### src/rtl/battery_cell_extremum_tracker_defines.svh
// Assertion macros for the battery cell extremum tracker.
`ifndef BATTERY_CELL_EXTREMUM_TRACKER_DEFINES_SVH
`define BATTERY_CELL_EXTREMUM_TRACKER_DEFINES_SVH
`ifndef NO_ASSERTIONS
`define BCET_ASSERT(lbl, cond, msg) \
  lbl: assert property (@(posedge clk) disable iff (!rst_n) (cond)) else $error(msg);
`define BCET_ASSERT_NEXT(lbl, ante, cons, msg) \
  lbl: assert property (@(posedge clk) disable iff (!rst_n) (ante) |=> (cons)) else $error(msg);
`else
`define BCET_ASSERT(lbl, cond, msg)
`define BCET_ASSERT_NEXT(lbl, ante, cons, msg)
`endif
`endif

### src/rtl/bcet_pkg.sv
// Shared types and constants for the battery cell extremum tracker.
package bcet_pkg;

  localparam int BCET_MAX_PACKS     = 64;
  localparam int BCET_MAX_CELLS     = 1024;

  localparam int PACK_OUT_W = 7;
  localparam int CELL_OUT_W = 11;

  localparam logic KIND_VOLT = 1'b0;
  localparam logic KIND_TEMP = 1'b1;

  localparam logic [15:0] VOLT_BAD_A = 16'hFFFF;
  localparam logic [15:0] VOLT_BAD_B = 16'hFFFE;
  localparam logic [15:0] VOLT_RESET = 16'hFFFE;

  typedef struct packed {
    logic        sample_kind;
    logic [15:0] sample_value;
    logic        new_pack;
    logic        scan_end;
  } in_req_t;

  typedef struct packed {
    logic        [15:0]           high_volt;
    logic        [PACK_OUT_W-1:0] high_volt_pack;
    logic        [CELL_OUT_W-1:0] high_volt_cell;
    logic        [15:0]           low_volt;
    logic        [PACK_OUT_W-1:0] low_volt_pack;
    logic        [CELL_OUT_W-1:0] low_volt_cell;
    logic signed [15:0]           high_temp;
    logic        [PACK_OUT_W-1:0] high_temp_pack;
    logic        [CELL_OUT_W-1:0] high_temp_cell;
    logic signed [15:0]           low_temp;
    logic        [PACK_OUT_W-1:0] low_temp_pack;
    logic        [CELL_OUT_W-1:0] low_temp_cell;
  } out_req_t;

  typedef struct packed {
    logic full;
    logic drain;
  } out_stat_t;

endpackage

### src/rtl/bcet_in_stage.sv
// Input register stage with hold when the result register cannot take a scan end.
`include "battery_cell_extremum_tracker_defines.svh"
module bcet_in_stage
  import bcet_pkg::*;
(
  input  logic      clk,
  input  logic      rst_n,
  input  logic      in_valid,
  output logic      in_stall,
  input  in_req_t   in_req,
  input  out_stat_t out_stat,
  output in_req_t   item,
  output logic      go
);

  logic    valid_r, valid_nxt;
  in_req_t item_r;
  logic    accept;

  assign go       = valid_r && (!item_r.scan_end || !out_stat.full || out_stat.drain);
  assign in_stall = valid_r && !go;
  assign accept   = in_valid && !in_stall;
  assign item     = item_r;

  always_comb begin
    valid_nxt = valid_r;
    if (accept) begin
      valid_nxt = 1'b1;
    end else if (go) begin
      valid_nxt = 1'b0;
    end
  end

  always_ff @(posedge clk) begin
    if (!rst_n) begin
      valid_r <= 1'b0;
    end else begin
      valid_r <= valid_nxt;
    end
  end

  always_ff @(posedge clk) begin
    if (accept) begin
      item_r <= in_req;
    end
  end

  `BCET_ASSERT(a_go_needs_item, !go || valid_r, "go without a held item")
  `BCET_ASSERT_NEXT(a_held_item_stays, valid_r && !go, valid_r && $stable(item_r), "held item lost")

endmodule

### src/rtl/bcet_track.sv
// Pack and cell counters plus the four running extremes with their positions.
`include "battery_cell_extremum_tracker_defines.svh"
module bcet_track
  import bcet_pkg::*;
#(
  parameter int MAX_PACKS          = BCET_MAX_PACKS,
  parameter int MAX_CELLS_PER_PACK = BCET_MAX_CELLS
) (
  input  logic     clk,
  input  logic     rst_n,
  input  logic     go,
  input  in_req_t  item,
  output logic     res_load,
  output out_req_t res
);

  localparam int PW = $clog2(MAX_PACKS + 1);
  localparam int CW = $clog2(MAX_CELLS_PER_PACK + 1);
  localparam logic [PW-1:0] PACK_MAX = PW'(MAX_PACKS);
  localparam logic [CW-1:0] CELL_MAX = CW'(MAX_CELLS_PER_PACK);

  localparam int SLOT_HV = 0;
  localparam int SLOT_LV = 1;
  localparam int SLOT_HT = 2;
  localparam int SLOT_LT = 3;

  logic        [PW-1:0] pack_r, pack_nxt;
  logic        [CW-1:0] vcnt_r, vcnt_nxt;
  logic        [CW-1:0] tcnt_r, tcnt_nxt;
  logic                 vseed_r, vseed_nxt;
  logic                 tseed_r, tseed_nxt;
  logic        [15:0]   vhi_r, vhi_nxt, vlo_r, vlo_nxt;
  logic signed [15:0]   thi_r, thi_nxt, tlo_r, tlo_nxt;
  logic        [PW-1:0] xpack_r [4];
  logic        [PW-1:0] xpack_nxt [4];
  logic        [CW-1:0] xcell_r [4];
  logic        [CW-1:0] xcell_nxt [4];
  logic signed [15:0]   tval;
  logic                 vbad;

  assign tval = $signed(item.sample_value);
  assign vbad = (item.sample_value == VOLT_BAD_A) || (item.sample_value == VOLT_BAD_B);

  always_comb begin
    pack_nxt  = pack_r;
    vcnt_nxt  = vcnt_r;
    tcnt_nxt  = tcnt_r;
    vseed_nxt = vseed_r;
    tseed_nxt = tseed_r;
    vhi_nxt   = vhi_r;
    vlo_nxt   = vlo_r;
    thi_nxt   = thi_r;
    tlo_nxt   = tlo_r;
    xpack_nxt = xpack_r;
    xcell_nxt = xcell_r;

    if (pack_r == '0) begin
      pack_nxt = PW'(1);
      vcnt_nxt = '0;
      tcnt_nxt = '0;
    end else if (item.new_pack) begin
      if (pack_r < PACK_MAX) begin
        pack_nxt = pack_r + PW'(1);
      end
      vcnt_nxt = '0;
      tcnt_nxt = '0;
    end

    if (item.sample_kind == KIND_VOLT) begin
      if (vcnt_nxt < CELL_MAX) begin
        vcnt_nxt = vcnt_nxt + CW'(1);
      end
      if (!vseed_r) begin
        vseed_nxt = 1'b1;
        vhi_nxt   = item.sample_value;
        vlo_nxt   = item.sample_value;
        xpack_nxt[SLOT_HV] = PW'(1);
        xcell_nxt[SLOT_HV] = CW'(1);
        xpack_nxt[SLOT_LV] = PW'(1);
        xcell_nxt[SLOT_LV] = CW'(1);
      end else if (!vbad) begin
        if (item.sample_value > vhi_r) begin
          vhi_nxt = item.sample_value;
          xpack_nxt[SLOT_HV] = pack_nxt;
          xcell_nxt[SLOT_HV] = vcnt_nxt;
        end
        if (item.sample_value < vlo_r) begin
          vlo_nxt = item.sample_value;
          xpack_nxt[SLOT_LV] = pack_nxt;
          xcell_nxt[SLOT_LV] = vcnt_nxt;
        end
      end
    end else begin
      if (tcnt_nxt < CELL_MAX) begin
        tcnt_nxt = tcnt_nxt + CW'(1);
      end
      if (!tseed_r) begin
        tseed_nxt = 1'b1;
        thi_nxt   = tval;
        tlo_nxt   = tval;
        xpack_nxt[SLOT_HT] = PW'(1);
        xcell_nxt[SLOT_HT] = CW'(1);
        xpack_nxt[SLOT_LT] = PW'(1);
        xcell_nxt[SLOT_LT] = CW'(1);
      end else begin
        if (tval > thi_r) begin
          thi_nxt = tval;
          xpack_nxt[SLOT_HT] = pack_nxt;
          xcell_nxt[SLOT_HT] = tcnt_nxt;
        end
        if (tval < tlo_r) begin
          tlo_nxt = tval;
          xpack_nxt[SLOT_LT] = pack_nxt;
          xcell_nxt[SLOT_LT] = tcnt_nxt;
        end
      end
    end
  end

  assign res_load = go && item.scan_end;

  always_comb begin
    res.high_volt      = vhi_nxt;
    res.high_volt_pack = PACK_OUT_W'(xpack_nxt[SLOT_HV]);
    res.high_volt_cell = CELL_OUT_W'(xcell_nxt[SLOT_HV]);
    res.low_volt       = vlo_nxt;
    res.low_volt_pack  = PACK_OUT_W'(xpack_nxt[SLOT_LV]);
    res.low_volt_cell  = CELL_OUT_W'(xcell_nxt[SLOT_LV]);
    res.high_temp      = thi_nxt;
    res.high_temp_pack = PACK_OUT_W'(xpack_nxt[SLOT_HT]);
    res.high_temp_cell = CELL_OUT_W'(xcell_nxt[SLOT_HT]);
    res.low_temp       = tlo_nxt;
    res.low_temp_pack  = PACK_OUT_W'(xpack_nxt[SLOT_LT]);
    res.low_temp_cell  = CELL_OUT_W'(xcell_nxt[SLOT_LT]);
  end

  always_ff @(posedge clk) begin
    if (!rst_n || res_load) begin
      pack_r  <= '0;
      vcnt_r  <= '0;
      tcnt_r  <= '0;
      vseed_r <= 1'b0;
      tseed_r <= 1'b0;
      vhi_r   <= VOLT_RESET;
      vlo_r   <= VOLT_RESET;
      thi_r   <= '0;
      tlo_r   <= '0;
      for (int i = 0; i < 4; i++) begin
        xpack_r[i] <= PW'(1);
        xcell_r[i] <= CW'(1);
      end
    end else if (go) begin
      pack_r  <= pack_nxt;
      vcnt_r  <= vcnt_nxt;
      tcnt_r  <= tcnt_nxt;
      vseed_r <= vseed_nxt;
      tseed_r <= tseed_nxt;
      vhi_r   <= vhi_nxt;
      vlo_r   <= vlo_nxt;
      thi_r   <= thi_nxt;
      tlo_r   <= tlo_nxt;
      xpack_r <= xpack_nxt;
      xcell_r <= xcell_nxt;
    end
  end

  `BCET_ASSERT(a_pack_bound, pack_r <= PACK_MAX, "pack count past limit")
  `BCET_ASSERT(a_cell_bound, (vcnt_r <= CELL_MAX) && (tcnt_r <= CELL_MAX), "cell count past limit")
  `BCET_ASSERT_NEXT(a_rearm, res_load, (pack_r == '0) && !vseed_r && !tseed_r, "no rearm after scan end")

endmodule

### src/rtl/bcet_out_stage.sv
// Result register toward the output channel.
`include "battery_cell_extremum_tracker_defines.svh"
module bcet_out_stage
  import bcet_pkg::*;
(
  input  logic      clk,
  input  logic      rst_n,
  input  logic      res_load,
  input  out_req_t  res,
  output logic      out_valid,
  input  logic      out_stall,
  output out_req_t  out_req,
  output out_stat_t out_stat
);

  logic     valid_r, valid_nxt;
  out_req_t req_r;

  assign out_valid      = valid_r;
  assign out_req        = req_r;
  assign out_stat.full  = valid_r;
  assign out_stat.drain = valid_r && !out_stall;

  always_comb begin
    valid_nxt = valid_r;
    if (res_load) begin
      valid_nxt = 1'b1;
    end else if (out_stat.drain) begin
      valid_nxt = 1'b0;
    end
  end

  always_ff @(posedge clk) begin
    if (!rst_n) begin
      valid_r <= 1'b0;
    end else begin
      valid_r <= valid_nxt;
    end
  end

  always_ff @(posedge clk) begin
    if (res_load) begin
      req_r <= res;
    end
  end

  `BCET_ASSERT(a_no_overwrite, !(res_load && valid_r && out_stall), "result overwritten")

endmodule

### src/rtl/battery_cell_extremum_tracker.sv
// Top level of the battery cell extremum tracker.
// A scan-end request passes the input register, then the result register that drives out_valid.
// Throughput: one request per cycle; the only hold is a scan end meeting a stalled full result.
// The per-request update of counters and the four extremes is one compare layer.
// Reset (rst_n low, synchronous) clears counters, seeds, both valid flags; presets extremes.
module battery_cell_extremum_tracker
  import bcet_pkg::*;
#(
  parameter int MAX_PACKS          = BCET_MAX_PACKS,
  parameter int MAX_CELLS_PER_PACK = BCET_MAX_CELLS
) (
  input  logic     clk,
  input  logic     rst_n,
  input  logic     in_valid,
  output logic     in_stall,
  input  in_req_t  in_req,
  output logic     out_valid,
  input  logic     out_stall,
  output out_req_t out_req
);

  in_req_t   item;
  logic      go;
  logic      res_load;
  out_req_t  res;
  out_stat_t out_stat;

  bcet_in_stage u_in (
    .clk      (clk),
    .rst_n    (rst_n),
    .in_valid (in_valid),
    .in_stall (in_stall),
    .in_req   (in_req),
    .out_stat (out_stat),
    .item     (item),
    .go       (go)
  );

  bcet_track #(
    .MAX_PACKS          (MAX_PACKS),
    .MAX_CELLS_PER_PACK (MAX_CELLS_PER_PACK)
  ) u_track (
    .clk      (clk),
    .rst_n    (rst_n),
    .go       (go),
    .item     (item),
    .res_load (res_load),
    .res      (res)
  );

  bcet_out_stage u_out (
    .clk       (clk),
    .rst_n     (rst_n),
    .res_load  (res_load),
    .res       (res),
    .out_valid (out_valid),
    .out_stall (out_stall),
    .out_req   (out_req),
    .out_stat  (out_stat)
  );

endmodule
### config.mk
export PLATFORM = sky130hd
export DESIGN_NAME = battery_cell_extremum_tracker
export DESIGN_NICKNAME = d
export VERILOG_FILES = /design/src/rtl/bcet_pkg.sv /design/src/rtl/bcet_in_stage.sv /design/src/rtl/bcet_track.sv /design/src/rtl/bcet_out_stage.sv /design/src/rtl/battery_cell_extremum_tracker.sv
export VERILOG_INCLUDE_DIRS = /design/src /design/src/rtl
export SDC_FILE = /design/constraint.sdc
export NUM_CORES = 1
export LEC_CHECK = 0
export BUFFER_PORTS_ARGS = -buffer_cell sky130_fd_sc_hd__buf_2
export CELL_PAD_IN_SITES_DETAIL_PLACEMENT = 2
export CELL_PAD_IN_SITES_GLOBAL_PLACEMENT = 2
export CORE_MARGIN = 2
export CORE_UTILIZATION = 42
export DETAILED_ROUTE_END_ITERATION = 6
export PLACE_DENSITY = 0.95
export SLEW_MARGIN = 5
export SYNTH_ARGS = -nofsm -noshare
export SYNTH_HDL_FRONTEND = slang
export SYNTH_SLANG_ARGS = --single-unit
export TNS_END_PERCENT = 20
### constraint.sdc
create_clock -name clk -period 23.9 [get_ports clk]
set_clock_uncertainty 0.1 [all_clocks]
set_input_delay 2.39 -clock clk [delete_from_list [all_inputs] [get_ports clk]]
set_output_delay 2.39 -clock clk [all_outputs]
set_load 0.03 [all_outputs]
=== Word level (Yosys, flattened, before mapping) ===
Cells that the tools add are included.
W data, S select, Z words.

* Bits in registers: 324
* Input port bits: 23
* Output and inout bits: 138
* Logic and storage cells: 115

* Add/subtract/negate cells: 3
* $lt $le $gt $ge: 7
* Equality and inequality tests: 2
* Mux-type cells: 47
* Bitwise operators: 1
* Reductions and logical operators: 20

{| class="wikitable"
|+ Operator list
! kind !! count
|-
| $mux W16 || 14
|-
| $mux W11 || 12
|-
| $mux W22 || 5
|-
| $mux W14 || 5
|-
| $mux W7 || 7
|-
| $eq A16 B16 Y1 const B || 2
|-
| $gt A16 B16 Y1 || 2
|-
| $lt A16 B16 Y1 || 2
|-
| $add A11 B1 Y11 const B || 2
|-
| $lt A11 B11 Y1 const B || 2
|-
| $add A7 B1 Y7 const B || 1
|-
| $logic_not A7 Y1 || 1
|-
| $lt A7 B7 Y1 const B || 1
|-
| $logic_not A1 Y1 || 6
|-
| $logic_and A1 B1 Y1 || 5
|-
| $logic_or A1 B1 Y1 || 4
|-
| $mux W1 || 4
|-
| $reduce_and A2 Y1 || 2
|-
| $reduce_bool A2 Y1 || 2
|-
| $not A1 Y1 || 1
|}

=== Longest topological paths before layout ===
Gate-level depths: netlist of the first run.

* Depth in word-level cells: 9
* Gate-level depth with buffers: 14
* Mapped depth without buffers: 13

=== Hierarchy ===
From an unflattened synthesis of the first run, not the netlist that was laid out.

* Cell total of the unflattened synthesis: 1424
* Area total of the unflattened synthesis: 15059.4 sq um

{| class="wikitable"
|+ By module, submodules not included
! module !! times used !! cells an instance !! area each (sq um) !! sequential area each (sq um)
|-
| bcet_track || 1 || 1257 || 10299.9 || 3343.2
|-
| bcet_out_stage || 1 || 141 || 4131.5 || 4103.9
|-
| bcet_in_stage || 1 || 26 || 628.1 || 590.6
|}

=== Worst setup path before layout of the first run ===
OpenSTA, ideal clock, no wires.

* Kind: input-to-reg
* From: input out_stall
* To: register u_track.xcell_r[1] in the netlist's numbering
* Setup time: 0.117 ns
* Arrival time: 10.929 ns
* Data required time: 23.683 ns
* Setup slack: 12.755 ns
* Stages on the path: 5
* Buffers on the path: 0
* Cells stage by stage: a21oi_1 > nor2_1 > nand2_1 > o21ai_0 > a22o_1

* Word-level cells in the longest chain between the ends: 6

{| class="wikitable"
|+ RTL lines
! element !! RTL line !! source
|-
| start, declared || battery_cell_extremum_tracker.sv:18 || <nowiki>input logic out_stall,</nowiki>
|-
| $logic_not A1 Y1 (*) || bcet_out_stage.sv:22 || <nowiki>assign out_stat.drain = valid_r && !out_stall;</nowiki>
|-
| $logic_and A1 B1 Y1 (*) || bcet_out_stage.sv:22 ||
|-
| $logic_or A1 B1 Y1 (*) || bcet_in_stage.sv:20 || <nowiki>assign go = valid_r && (!item_r.scan_end || !out_stat.full || out_stat.drain);</nowiki>
|-
| $logic_and A1 B1 Y1 (*) || bcet_in_stage.sv:20 ||
|-
| $logic_and A1 B1 Y1 || bcet_track.sv:120 || <nowiki>assign res_load = go && item.scan_end;</nowiki>
|-
| $logic_or A1 B1 Y1 || bcet_track.sv:138 || <nowiki>if (!rst_n || res_load) begin</nowiki>
|-
| end signal, assigned || bcet_track.sv:163 || <nowiki>xcell_r <= xcell_nxt;</nowiki>
|-
| end, declared || bcet_track.sv:36 || <nowiki>logic [CW-1:0] xcell_r [4];</nowiki>
|}

Every way passes the cells marked *; elsewhere a longest branch is shown, timed or not.
A chain may end at the register's enable or synchronous reset.

=== Worst setup path after layout of the first run ===
* From: input out_stall
* To: output in_stall

* Word-level cells in the longest chain between the ends: 6

{| class="wikitable"
|+ RTL lines
! element !! RTL line !! source
|-
| $logic_not A1 Y1 || bcet_out_stage.sv:22 ||
|-
| $logic_and A1 B1 Y1 || bcet_out_stage.sv:22 ||
|-
| $logic_or A1 B1 Y1 || bcet_in_stage.sv:20 ||
|-
| $logic_and A1 B1 Y1 || bcet_in_stage.sv:20 ||
|-
| $logic_not A1 Y1 || bcet_in_stage.sv:21 || <nowiki>assign in_stall = valid_r && !go;</nowiki>
|-
| $logic_and A1 B1 Y1 || bcet_in_stage.sv:21 ||
|-
| end, declared || battery_cell_extremum_tracker.sv:15 || <nowiki>output logic in_stall,</nowiki>
|}

No other way between the ends.

==> flow_metrics.tcl, run 1 <==
set metrics [dict create \
    drive_above_1_share_pct 20.1 \
    grt_pass1_vias 15521 \
    cts_tree "yes" \
    ant_nets 0 \
    synth_area_per_cell_um2 10.4 \
    nets 1689 \
    period_needed_ps 5610 \
    cp_common_cell "buf_2" \
    track_usage_pct 34.9 \
    critPathTopFamily "buffers and inverters" \
    vias 14124 \
    p_leak_nw 6.72 \
    hold_buffers 0 \
    synthCells 1489 \
    path_max_fanout 3 \
    relSlewSlack_pct 13.3 \
    power_switching_w 0.000355 \
    tightest_slew_ps 1300 \
    status "complete, but fails checks" \
    dp_hpwl_um 41000 \
    netlist_area_um2 15500 \
    grt_overflow 0 \
    synth_edf_count 155 \
    synth-main-ff-cell "dfxtp_1" \
    cp-end-kind "primary output" \
    seqPwrFrac_pct 47.1 \
    cellInternalPower_w 0.000939 \
    timing.max_cap.violations 0 \
    antenna_found_initial 2 \
    cts_resized 0 \
    synthArstFlopShare_pct 0 \
    drt_iter0_drc 1335 \
    holdWs_ps 385 \
    die_y_um 196 \
    io_buffers 160 \
    syn_nets 1578 \
    cts-buffers-inserted 37 \
    cts_root_buf "clkbuf_16" \
    drv_slew 0 \
    crit_type "primary input to primary output" \
    final_hold_viol_count 0 \
    area_growth_pct 14.2 \
    hold_class "flip-flop to flip-flop" \
    cp-start-kind "primary input" \
    fin_total_pwr_w 0.00129 \
    initial_core_util_pct 42.5 \
    worst_ep_arrival_time_ps 3120 \
    ys_ff_latch 324 \
    rows 70 \
    routed_wl_um 68000 \
    ir_worst_vdd_mv 0.0629 \
    gp_congestion 0.836 \
    grt_pass1_wl_um 101000 \
    io_pins 161 \
    cts_setup_buffers 0 \
    path_clk_slew_ps 60 \
    yosys.cell_types.count 76 \
    die_x_um 196 \
    p_comb_share_pct 10.3 \
    finalCritPeriodShare_pct 23.5 \
    fmax_mhz 178 \
    cpPeakStageDelay_ps 260 \
    setup_tns_ps 0 \
    yosys_warnings 0 \
    violations "DRC" \
    clockBufferDepth 3 \
    swShare_pct 27.4 \
    vias_per_cell 6.75 \
    setup_viol 0 \
    dr.pass1.iters 7 \
    grt_max_degree 71 \
    rsz0062_at_grt "no" \
    seq_area_frac_synth_pct 51.7 \
    required_ps 21410 \
    power_density_nw_per_um2 72.9 \
    p_clk_share_pct 42.7 \
    cts.sink_count 324 \
    core_area_um2 36500 \
    die_area_um2 38500 \
    cp.buffers_inverters 2 \
    slowest_stage "buf_2" \
    avgRoutedWirePerCell_um 32.5 \
    crit_path_cell_trace "buf_2 > nand2_1 > nor2_1 > buf_2" \
    drcViolationCount 1 \
    clk_latency_ps 540 \
    h-tree-depth 2 \
]
==> cell type report <==
type	count	area [um2]
Timing Repair Buffer	182	966
Clock inverter	8	70.1
Fill cell	3667	18800
Tap cell	468	586
Multi-Input combinational cell	978	6760
Sequential cell	324	8040
Antenna cell	1	2.50
Inverter	77	289
Clock buffer	54	1030
==> registers in the layout, summed over array words and instances (netlist names) <==
| signal | count |
|---|---|
| u_track.tcnt_r | 11 |
| u_track.xcell_r | 44 |
| u_track.vhi_r | 16 |
| u_track.pack_r | 7 |
| u_in.item | 19 |
| u_track.vseed_r | 1 |
| u_track.xpack_r | 28 |
| u_track.thi_r | 16 |
| u_track.vlo_r | 16 |
| u_in.valid_r | 1 |
| u_track.tlo_r | 16 |
| u_track.tseed_r | 1 |
| u_track.vcnt_r | 11 |
| u_out.out_req | 136 |
| u_out.out_valid | 1 |
==> logic make-up (layout without fill, tap and decap cells) <==
logic type               count (synthesis)  after routing  share of synthesized area (%)
flip-flops                             324            324                           51.7
other                                    0              1                              0
AO/OA/AOI/OAI                          365            365                           17.0
adder cells (fa/ha/maj)                 66             66                           5.31
AND/OR/NAND/NOR                        455            455                           14.4
XOR/XNOR                                23             23                           1.30
multiplexers                            69             69                           5.31
buffers and inverters                  187            321                           4.95
==> worst reg2reg max path: stages, from the launching register on <==
cell and delay [ps]:
edfxtp_1 760, ha_1 390, a21oi_1 190, o21ai_0 290
o21ai_0 960, o21a_1 1080, o21ai_0 550, a32o_1 440
==> Yosys cell counts, types with 5 or more instances <==
library cell | n | area [um2]
nand2_1 | 104 | 390
o32ai_1 | 8 | 70.1
and2_1 | 13 | 81.3
o31ai_1 | 17 | 128
buf_1 | 21 | 78.8
a22oi_1 | 9 | 67.6
xor2_1 | 14 | 123
nand3_1 | 113 | 566
nor3_1 | 20 | 100
a211oi_1 | 11 | 82.6
dfxtp_1 | 169 | 3380
a32o_1 | 22 | 220
a22o_1 | 35 | 307
ha_1 | 66 | 826
nand2b_1 | 18 | 113
a21oi_1 | 78 | 390
xnor2_1 | 9 | 78.8
or3_1 | 8 | 50.1
a21o_1 | 9 | 67.6
nand4_1 | 40 | 250
buf_2 | 16 | 80.1
mux2_2 | 51 | 574
and3_1 | 10 | 62.6
o22ai_1 | 9 | 56.3
a32oi_1 | 5 | 43.8
clkbuf_1 | 64 | 240
nor2_1 | 100 | 375
nor2b_1 | 5 | 31.3
mux2_4 | 14 | 210
o311ai_0 | 14 | 123
o211ai_1 | 57 | 428
edfxtp_1 | 155 | 4650
o21ai_0 | 47 | 235
inv_1 | 77 | 289
==> worst paths after layout <==
path | end | slack, ps | start | cells past startpoint
setup reg to reg | u_track.xpack_r[17]$_SDFFE_PP0P_ | 19020 | u_in.item[13]$_DFFE_PP_ | 7
hold / removal | u_track.xcell_r[5]$_SDFFE_PP0P_ | 380 | u_track.xcell_r[5]$_SDFFE_PP0P_ | 2
setup / recovery | in_stall | 18290 | out_stall | 4
hold reg to reg | u_track.xcell_r[5]$_SDFFE_PP0P_ | 380 | u_track.xcell_r[5]$_SDFFE_PP0P_ | 2
==> per-stage QoR <==
stage | worst slack (ps) | area, um2 | instances | utilization, %
after global placement | 18290 | 16600 | 2029 | 45.6
final | 18290 | 17700 | 2092 | 48.6
after CTS | 18270 | 17700 | 2091 | 48.6
after floorplan | 12750 | 15500 | 1489 | -
after detailed placement | 18030 | 16600 | 2029 | 45.6
after global routing | 18210 | 17700 | 2091 | 48.6
==> power groups by stage <==
stage                     Combinational, W  Sequential, W  Clock [W]
final                             0.000133       0.000609   0.000552
after global routing              0.000137       0.000609   0.000576
after CTS                         0.000129       0.000608   0.000556
after detailed placement          0.000122       0.000619          0
after global placement            0.000110       0.000617          0
after floorplan                  0.0000729       0.000624          0
==> routing by layer <==
metal  global-route usage [%]  vias to the layer above  share of wire [%]
li1                         -                     5782                  -
met1                     39.4                     7202                 37
met2                     61.6                      828                 50
met3                     5.48                      310                6.1
met4                     22.3                        2                6.8
met5                        0                        -              0.019
==> layout by cell type, fill, tap and decap left out, types with 17 or more instances in the layout <==
cell	netlist	layout
dfxtp_1	169	169
buf_2	16	160
edfxtp_1	155	155
nand3_1	113	113
nand2_1	104	104
nor2_1	100	97
inv_1	77	77
a21oi_1	78	76
ha_1	66	66
o211ai_1	57	57
mux2_2	51	51
o21ai_0	47	47
nand4_1	40	40
clkbuf_16	0	37
a22o_1	35	35
a32o_1	22	22
buf_4	2	22
nor3_1	20	20
nand2b_1	18	17
o31ai_1	17	17
Power figures use the tool's default switching activity.
==> run 2, diff against run 1 <==
CORE_UTILIZATION = 39   (was 42)
PLACE_DENSITY = 0.9   (was 0.95)
clock period = 5.61 ns   (was 23.9 ns; I/O delays follow)
==> flow_metrics.tcl, run 2 (synthesized netlist as in run 1, its figures left out) <==
set metrics [dict create \
    cts.sink_count 324 \
    status "finished, final reports clean" \
    crit_type "flip-flop to flip-flop" \
    antenna_found_initial 1 \
    die_area_um2 41500 \
    relSlewSlack_pct 15.5 \
    cp-end-kind "flip-flop" \
    ant_nets 0 \
    power_density_nw_per_um2 311 \
    cts_resized 0 \
    dp_hpwl_um 38500 \
    cts_tree "yes" \
    clockBufferDepth 3 \
    p_leak_nw 6.78 \
    final_hold_viol_count 0 \
    worst_ep_arrival_time_ps 4580 \
    antenna_cells 0 \
    grt_max_degree 74 \
    routed_wl_um 63000 \
    cts-buffers-inserted 37 \
    required_ps 5890 \
    rows 73 \
    cts_root_buf "clkbuf_16" \
    cpPeakStageDelay_ps 860 \
    finalCritPeriodShare_pct 76.7 \
    timing.max_cap.violations 0 \
    gp_congestion 0.831 \
    avgRoutedWirePerCell_um 29.2 \
    cp-start-kind "flip-flop" \
    largest_register_ffs 136 \
    h-tree-depth 2 \
    core_area_um2 39500 \
    area_growth_pct 15.3 \
    design_area_um2 17900 \
    setup_viol 0 \
    dr.pass1.iters 6 \
    period_needed_ps 4300 \
    drcViolationCount 0 \
    rsz0062_at_grt "no" \
    clk_latency_ps 560 \
    track_usage_pct 30.3 \
    grt_pass1_wl_um 95800 \
    path_clk_slew_ps 60 \
    die_x_um 204 \
    grt_pass1_vias 14789 \
    final_common_cell "dfxtp_1" \
    drv_slew 0 \
    die_y_um 204 \
    drt_iter0_drc 1189 \
    tightest_slew_ps 1260 \
    setup_tns_ps 0 \
    io_buffers 160 \
    critPathTopFamily "compound AO/OA/AOI/OAI gates" \
    slowest_stage "and2_1" \
    hold_buffers 0 \
    vias 13655 \
    cts_setup_buffers 0 \
    vias_per_cell 6.33 \
    drive_above_1_share_pct 20.1 \
    path_max_fanout 18 \
    grt_overflow 0 \
    layout_common_cells "dfxtp_1 (169), buf_2 (160), edfxtp_1 (155), nand3_1 (113), nand2_1 (104)" \
    fmax_mhz 232 \
    nets 1694 \
    hold_class "primary input to flip-flop" \
    ir_worst_vdd_mv 0.163 \
    cp.buffers_inverters 0 \
    post_dp_cell_area_um2 16700 \
    io_pins 161 \
    crit_path_cell_trace "ha_1 > o21ai_0 > o21ai_0 > a41oi_1 > o21ai_1 > o21ai_1 > and2_1 > a22o_1" \
    initial_core_util_pct 39.3 \
]
==> run 2: changes by cell type in the layout (fill, tap and decap cells not counted), moves of 2 or more <==
cell,previous run,this run
clkinv_1,0,3
buf_4,22,27
clkinvlp_4,2,0
clkinv_2,5,2
clkbuf_16,37,39
clkbuf_1,13,16
==> run 2: per-stage QoR <==
stage	power (W)	instances	setup slack (ps)	hold WS (ps)	utilization (%)
after global routing	0.00571	2158	1180	78.0	45.3
after floorplan	0.00296	1489	1400	339	-
final	0.00557	2158	1310	85.4	45.3
after global placement	0.00311	2091	1680	353	42.3
after CTS	0.00558	2158	1380	68.9	45.3
after detailed placement	0.00315	2091	1490	368	42.3
==> run 2: routing by layer <==
layer | vias to the layer above | global-route usage, % | share of wire (%)
met4 | 2 | 14.7 | 4.8
met1 | 7012 | 37.1 | 40
met2 | 642 | 52.1 | 50
met5 | - | 0 | 0.014
li1 | 5805 | - | -
met3 | 194 | 4.47 | 6.0
==> run 2: layout make-up <==
cell class / instances / area (um2)
clock buffer: 60 / 1100
clock inverter: 7 / 60.1
fill: 4030 / 21600
inverter: 77 / 289
multi-input combinational: 978 / 6760
sequential: 324 / 8040
tap: 525 / 657
timing repair buffer: 187 / 1000
==> run 2: worst register-to-register path: stages (launching register included) <==
cell,delay [ps]
edfxtp_1,780
ha_1,390
o21ai_0,250
o21ai_0,140
a41oi_1,320
o21ai_1,250
o21ai_1,680
and2_1,860
a22o_1,340
==> run 2: worst paths after layout <==
path	from	end	slack, ps	cells past startpoint
max	u_in.item[12]$_DFFE_PP_	u_out.out_req[15]$_DFFE_PP_	1310	8
min	in_req[0]	u_in.item[0]$_DFFE_PP_	90	1
max reg2reg	u_in.item[12]$_DFFE_PP_	u_out.out_req[15]$_DFFE_PP_	1310	8
min reg2reg	u_track.xcell_r[7]$_SDFFE_PP0P_	u_track.xcell_r[7]$_SDFFE_PP0P_	380	2
==> run 2: report_power, final <==
group / internal (W) / switching, W
sequential: 0.00253 / 0.0000643
clock: 0.00139 / 0.00103
combinational: 0.000154 / 0.000394
